[config.mk]
export PLATFORM = sky130hd
export DESIGN_NAME = sgag_cell
export DESIGN_NICKNAME = d
export VERILOG_FILES = /design/src/hw/rtl/sgag_pkg.sv /design/src/hw/rtl/sgag_cell.sv
export SDC_FILE = /design/constraint.sdc
export NUM_CORES = 1
export LEC_CHECK = 0
export BUFFER_PORTS_ARGS = -buffer_cell sky130_fd_sc_hd__buf_2
export CAP_MARGIN = 20
export CORE_UTILIZATION = 52
export CTS_CLUSTER_SIZE = 14
export DETAILED_ROUTE_END_ITERATION = 7
export PLACE_DENSITY_LB_ADDON = 0.25
export SETUP_SLACK_MARGIN = 0.15
export SYNTH_ARGS = -nofsm -noshare
export SYNTH_HDL_FRONTEND = slang
export SYNTH_SLANG_ARGS = --single-unit
[constraint.sdc]
create_clock -name clk -period 10 [get_ports clk]
set_clock_uncertainty 0.1 [all_clocks]
set_input_delay 3 -clock clk [delete_from_list [all_inputs] [get_ports clk]]
set_output_delay 3 -clock clk [all_outputs]
set_load 0.005 [all_outputs]
[src/hw/rtl/sgag_pkg.sv]
// Shared types, widths and register codes for the strided gather address generator.
// No dependencies; imported by sgag_cell and strided_gather_address_generator.
`timescale 1ns / 1ps

package sgag_pkg;

  localparam int DIMS            = 3;
  localparam int MAX_DIMS_DEF    = 3;
  localparam int EXTENT_BITS_DEF = 16;

  localparam int CFG_W     = 32;
  localparam int CFG_IDX_W = 3;
  localparam int BASE_W    = 32;
  localparam int EB_W      = 4;
  localparam int EXT_W     = 16;
  localparam int STRIDE_W  = 32;
  localparam int SRC_W     = 50;
  localparam int EMIT_W    = 48;
  localparam int OFS_W     = 56;

  typedef enum logic [CFG_IDX_W-1:0] {
    REG_BASE_OFFSET   = 3'd0,
    REG_ELEM_BYTES    = 3'd1,
    REG_EXTENT_OUTER  = 3'd2,
    REG_EXTENT_MIDDLE = 3'd3,
    REG_EXTENT_INNER  = 3'd4,
    REG_STRIDE_OUTER  = 3'd5,
    REG_STRIDE_MIDDLE = 3'd6,
    REG_STRIDE_INNER  = 3'd7
  } cfg_reg_t;

  typedef struct packed {
    logic accept;
    logic restart;
    logic en1;
    logic en2;
  } sgag_ctrl_t;

  typedef struct packed {
    logic not_end;
    logic zero_ext;
  } sgag_stat_t;

endpackage

[src/hw/rtl/sgag_cell.sv]
// One dimension of the odometer: counter, carry to the next slower cell, and the
// pipelined counter-times-stride product. Depends on sgag_pkg.
`timescale 1ns / 1ps

module sgag_cell #(
  parameter int CNT_W = 16
) (
  input  logic                                  clk,
  input  logic                                  rst_n,
  input  sgag_pkg::sgag_ctrl_t                  ctrl,
  input  logic [sgag_pkg::EXT_W-1:0]            ext,
  input  logic [sgag_pkg::STRIDE_W-1:0]         stride,
  input  logic                                  carry_in,
  output logic                                  carry_out,
  output sgag_pkg::sgag_stat_t                  stat,
  output logic [CNT_W+sgag_pkg::STRIDE_W-1:0]   prod
);
  import sgag_pkg::*;

  localparam int PROD_W = CNT_W + STRIDE_W;

  logic [CNT_W-1:0]  cnt_r, cnt_nxt, c_eff, c1_r;
  logic [CNT_W:0]    c_inc, ext_eff;
  logic [PROD_W-1:0] prod_r;

  assign c_eff   = ctrl.restart ? '0 : cnt_r;
  assign c_inc   = {1'b0, c_eff} + {{CNT_W{1'b0}}, 1'b1};
  assign ext_eff = {1'b0, ext[CNT_W-1:0]};

  assign stat.not_end  = c_inc < ext_eff;
  assign stat.zero_ext = ext[CNT_W-1:0] == '0;
  assign carry_out     = carry_in && !stat.not_end;

  always_comb begin
    if (carry_in) begin
      cnt_nxt = stat.not_end ? c_inc[CNT_W-1:0] : '0;
    end else begin
      cnt_nxt = c_eff;
    end
  end

  always_ff @(posedge clk) begin
    if (!rst_n) begin
      cnt_r <= '0;
    end else if (ctrl.accept) begin
      cnt_r <= cnt_nxt;
    end
  end

  always_ff @(posedge clk) begin
    if (ctrl.en1) begin
      c1_r <= c_eff;
    end
    if (ctrl.en2) begin
      prod_r <= {{STRIDE_W{1'b0}}, c1_r} * {{CNT_W{1'b0}}, stride};
    end
  end

  assign prod = prod_r;

endmodule

==> metrics.cfg, run 1 <==
[placement]
io_buffers = 105
place_hpwl_microns = 39410
gp_congestion = 0.8894

[logic_synthesis]
ys_seq_elements = 80
synth_fp_nets = 2769
avgSynthCellArea_sq_um = 9.196
ys_warn_count = 0
async_flop_share_pct = 0
syn_area_sq_mm = 0.01986
synth_cell_types = 72
synth_top_flop_cell = edfxtp_1
synth_cells = 2160
synth_edf_count = 64
seq_area_frac_synth_pct = 11.29

[floorplanning]
ios = 106
die_y_microns = 197.4
core_area_sq_mm = 0.03767
start_util_pct = 52.73
num_rows = 71
die-area_sq_mm = 0.03898
die_w_microns = 197.4

[global_route]
grt_pass1_wl_microns = 81250
overflow = 0
grt_usage_pct = 26.95
grt_max_degree = 49
grt_pass1_vias = 15910
antenna_found_initial = 0

[setup_path]
critPathCaptureType = primary output
worstSetupStartpointType = input port
crit_slowest_cell = and3_1
worstSetupPathType = input port to primary output
crit_required_ns = 6.90
reg2reg_from = c1_r[2]
critical_path.max_stage_delay_ns = 0.33
cp_max_fo = 18
crit_chain = buf_2, nor2b_1, ha_1, nand4_1, nor2_2, and3_1, and3_1, nand3_1, xnor2_1, ha_1, a21o_1, a21oi_1, o21ai_1, a21oi_4, nor2_1, buf_2
arrival_ns = 6.19
crit_start = ctrl[2]

[cells_and_area]
fillers = 3463
nets = 2799
drive_gt1_share_pct = 7.657
antennaDiodeCount = 0
syn_to_final_growth_pct = 6.369

[sta]
finalSetupTns_ns = 0
setup_viol = 0
hold_violations = 0
max_slew_margin_pct = 50.40
tightest_slew_ns = 0.7390
maxClockFrequency_mhz = 107.6
drv_slew = 0
min_period_over_period_pct = 92.94
grt_setup_unrepaired = no
finalCriticalPeriod_ns = 9.294

[clocking]
htreeDepth = 3
cts_buffer_depth = 2
tritoncts = yes
cts_hold_buf = 0
path_clk_slew_ns = 0.06
post_cts.repair.setup_buffers = 0
cts_sinks = 80
cts_made_buffers = 9
clkLatencyLatePin_ns = 0.37
cts-root-buf = clkbuf_16
cts_resized = 0

[detailed_routing]
routedWlPerCell_microns = 18.15
vias = 14670
vias_per_cell = 5.422
first_pass_iters = 7
initialDrtViolationCount = 857
antenna_left = 0
drc = 0
wl_microns = 49100

[flow_run]
drv_cap = 0

[hold_path]
hp-start = cnt_r[7]
hold_path.class = register to register

[status]
status = complete, no violations

[layer usage]
layer / wire length (microns) / GRT usage [%] / share of wire, %
met4: 2390 / 13.81 / 4.9
met2: 25560 / 46.96 / 52
met1: 19010 / 32.74 / 39
met3: 2139 / 3.415 / 4.4
met5: 0 / 0 / 0
[logic make-up after synthesis]
logic type                 share of synthesized area, %
and+or+nand+nor                                   17.49
buffers and inverters                             10.80
adders and majority gates                         50.70
AOI/OAI and AO/OA                                 7.011
DFF                                               11.29
xor gates and xnor gates                          2.557
muxes                                            0.1638
[metrics by stage]
stage | hold WS, ns | worst slack, ns | instances | util (%) | cell area, sq um
floorplan | 0.3564 | 1.090 | 2160 | - | 19860
global placement | 0.3731 | 0.6097 | 2688 | 55.11 | 20760
detailed placement | 0.3792 | 0.5232 | 2688 | 55.11 | 20760
CTS | 0.3987 | 0.7481 | 2703 | 55.95 | 21070
global route | 0.4328 | 0.4046 | 2705 | 56.09 | 21130
finish | 0.4028 | 0.7061 | 2705 | 56.09 | 21130
[cell usage after synthesis (all sizes together), types with 6 or more instances]
cell | number | area (sq um)
dfxtp | 16 | 320.3
and3 | 12 | 75.07
a211oi | 10 | 92.59
a31oi | 6 | 37.54
a21oi | 50 | 276.5
o21ai | 29 | 152.7
and2 | 227 | 1420
nor2 | 40 | 152.6
edfxtp | 64 | 1922
inv | 461 | 1730
ha | 136 | 1702
nor4 | 6 | 58.80
clkbuf | 102 | 382.9
nand3 | 31 | 155.2
fa | 418 | 8368
o21bai | 13 | 101.4
xor2 | 19 | 166.4
nor2b | 10 | 62.56
a221oi | 7 | 61.31
o21a | 9 | 67.56
nand2 | 338 | 1269
a21o | 35 | 262.8
nor3 | 9 | 50.05
nand4 | 9 | 56.30
xnor2 | 39 | 341.6
[layout make-up]
| type | count | area, sq um | share of cell area (%) |
|---|---|---|---|
| multi-input cells | 1512 | 15480 | 73.25 |
| well taps | 511 | 639.4 | 3.026 |
| inverters | 461 | 1730 | 8.190 |
| clock inverters | 6 | 91.34 | 0.4323 |
| repair buffers | 126 | 723.2 | 3.423 |
| clock buffers | 9 | 225.2 | 1.066 |
| flip-flops and latches | 80 | 2242 | 10.61 |
[critical path: cells and delay by family]
family / cells / cell delay (ns)
xor+xnor: 1 / 0.24
simple gates: 7 / 1.41
fa+ha+maj: 2 / 0.59
compound gates: 4 / 0.56
buf+inv: 2 / 0.37
[layout by cell type, fill, tap and decap left out, types with 24 or more instances in the layout]
cell type,Yosys,layout
a21oi_1,47,47
a21o_1,35,35
buf_2,4,105
edfxtp_1,64,64
nor2_1,39,39
inv_1,460,460
fa_1,418,418
and2_1,227,227
nand3_1,31,31
ha_1,136,136
o21ai_0,24,24
nand2_1,338,338
xnor2_1,39,39
[worst paths after layout]
kind               endpoint  cells after the start  slack [ns]
hold reg to reg    cnt_r[7]                      2        0.40
setup reg to reg   prod[44]                     21        2.70
hold / removal     cnt_r[7]                      2        0.40
setup / recovery  carry_out                     16        0.71
[registers in the layout (all words and copies together) (netlist names)]
name / cells
cnt_r: 16
prod: 48
c1_r: 16
Power of run 1 is not shown: default switching activity piles up to over one toggle a cycle in this logic, so the estimate is an artifact.
==> inputs of run 2 (changes only) <==
- clock period: 10 -> 10.8 ns (I/O delays scaled with it)
==> run 2 against run 1 <==
Net effect:
- worst setup slack improved by 0.086 ns
- sequential share of layout area about the same
- final area is 0.21% lower
- non-clock buffer count decreased by 4
- cell count shrank 0.15%
- sequential cell count unchanged
- utilization shrank 0.12 points
- global-route usage is 0.12 points lower
- clock-buffer cell count stayed put
- wire length down 0.95%
- critical path depth unchanged
- register-to-register slack improved by 0.93 ns
- critical path type unchanged
==> metrics.cfg, run 2 (synthesis gave the netlist of run 1 again) <==
[sta]
finalCriticalPeriod_ns = 10.01
grt_setup_unrepaired = no
finalSetupTns_ns = 0
tightest_slew_ns = 0.7385
holdWs_ns = 0.4001
min_period_over_period_pct = 92.67
layout_setup_ws_ns = 0.7918
setup_viol = 0
drv_slew = 0
max_slew_margin_pct = 50.44
maxClockFrequency_mhz = 99.92
hold_violations = 0

[setup_path]
critPathCaptureType = primary output
crit_required_ns = 7.46
arrival_ns = 6.67
worstSetupPathType = input port to primary output
cp_max_fo = 19
worstSetupStartpointType = input port

[cells_and_area]
largest_reg_flops = 48
syn_to_final_growth_pct = 6.142
multi_input_area_sq_mm = 0.01548
fillers = 3507
stdcell_area_sq_mm = 0.02108
final_cell_mix = 460 x inv_1, 418 x fa_1, 338 x nand2_1
antennaDiodeCount = 0
drive_gt1_share_pct = 7.489
final_common_cell = inv_1
area.sequential_sq_mm = 0.002242
nets = 2795

[placement]
pre_cts_slack_ns = 0.8568
gp_congestion = 0.8947
place_hpwl_microns = 37280
io_buffers = 105
place_area_sq_mm = 0.02074

[clocking]
htreeDepth = 3
cts_sinks = 80
cts_resized = 0
post_cts.repair.setup_buffers = 0
path_clk_slew_ns = 0.06
cts_hold_buf = 0
cts_made_buffers = 9
clkLatencyLatePin_ns = 0.36
cts_buffer_depth = 2
tritoncts = yes
cts-root-buf = clkbuf_16

[global_route]
grt_pass1_vias = 15680
antenna_found_initial = 0
overflow = 0
grt_pass1_wl_microns = 80670
grt_max_degree = 49
grt_usage_pct = 26.82

[floorplanning]
core_area_sq_mm = 0.03767
num_rows = 71
die_y_microns = 197.4
die-area_sq_mm = 0.03898
start_util_pct = 52.73
die_w_microns = 197.4
ios = 106

[detailed_routing]
vias = 14700
wl_microns = 48630
antenna_left = 0
initialDrtViolationCount = 788
routedWlPerCell_microns = 18.01
drc = 0
first_pass_iters = 6
vias_per_cell = 5.441

[hold_path]
hold_path.class = register to register

[flow_run]
drv_cap = 0

[status]
status = complete, no violations

-- run 2: cell types whose count changed in the layout (fill, tap and decap cells not counted) --
cell       previous run  this run
buf_16                2         0
buf_4                19        17
bufinv_16             2         3
clkinv_2              1         0
clkinv_4              1         2
inv_6                 2         1
-- run 2: area by class of cell --
| class | count | area share (%) |
|---|---|---|
| clock buffer | 9 | 1.068 |
| clock inverter | 6 | 0.5519 |
| inverter | 461 | 8.208 |
| multi-input combinational | 1512 | 73.41 |
| sequential | 80 | 10.64 |
| tap | 511 | 3.033 |
| timing repair buffer | 122 | 3.098 |
-- run 2: through the flow --
| step | cells | utilization (%) |
|---|---|---|
| 3_5_place_dp | 2686 | 55.07 |
| 3_3_place_gp | 2686 | 55.07 |
| 2_1_floorplan | 2160 | - |
| 6_report | 2701 | 55.97 |
| 5_1_grt | 2701 | 55.97 |
| 4_1_cts | 2701 | 55.97 |
-- run 2: worst max-delay path, stage by stage --
cell and delay, ns:
buf_2 0.21, nor2b_1 0.24, ha_1 0.29, nand4_1 0.13
nor2_2 0.18, and3_1 0.27, and3_1 0.29, nand3_1 0.17
xnor2_1 0.22, ha_1 0.28, a21o_1 0.16, a21oi_1 0.14
o21ai_1 0.12, a21oi_4 0.46, nor2_1 0.10, buf_2 0.15
-- run 2: path summary, 6_finish.rpt --
check | slack (ns) | startpoint | depth (start not counted) | to
setup / recovery | 0.79 | ctrl[2] | 16 | carry_out
hold / removal | 0.40 | cnt_r[14] | 2 | cnt_r[14]
hold reg to reg | 0.40 | cnt_r[14] | 2 | cnt_r[14]
setup reg to reg | 3.63 | c1_r[4] | 22 | prod[44]
-- run 2: per-layer routing --
metal  global-route usage (%)  routed length (microns)
met5                        0                        0
met4                    11.08                     1718
met3                    2.629                     2175
met2                    48.15                    25850
met1                    32.94                    18880
Power of run 2 is left out for the same reason.
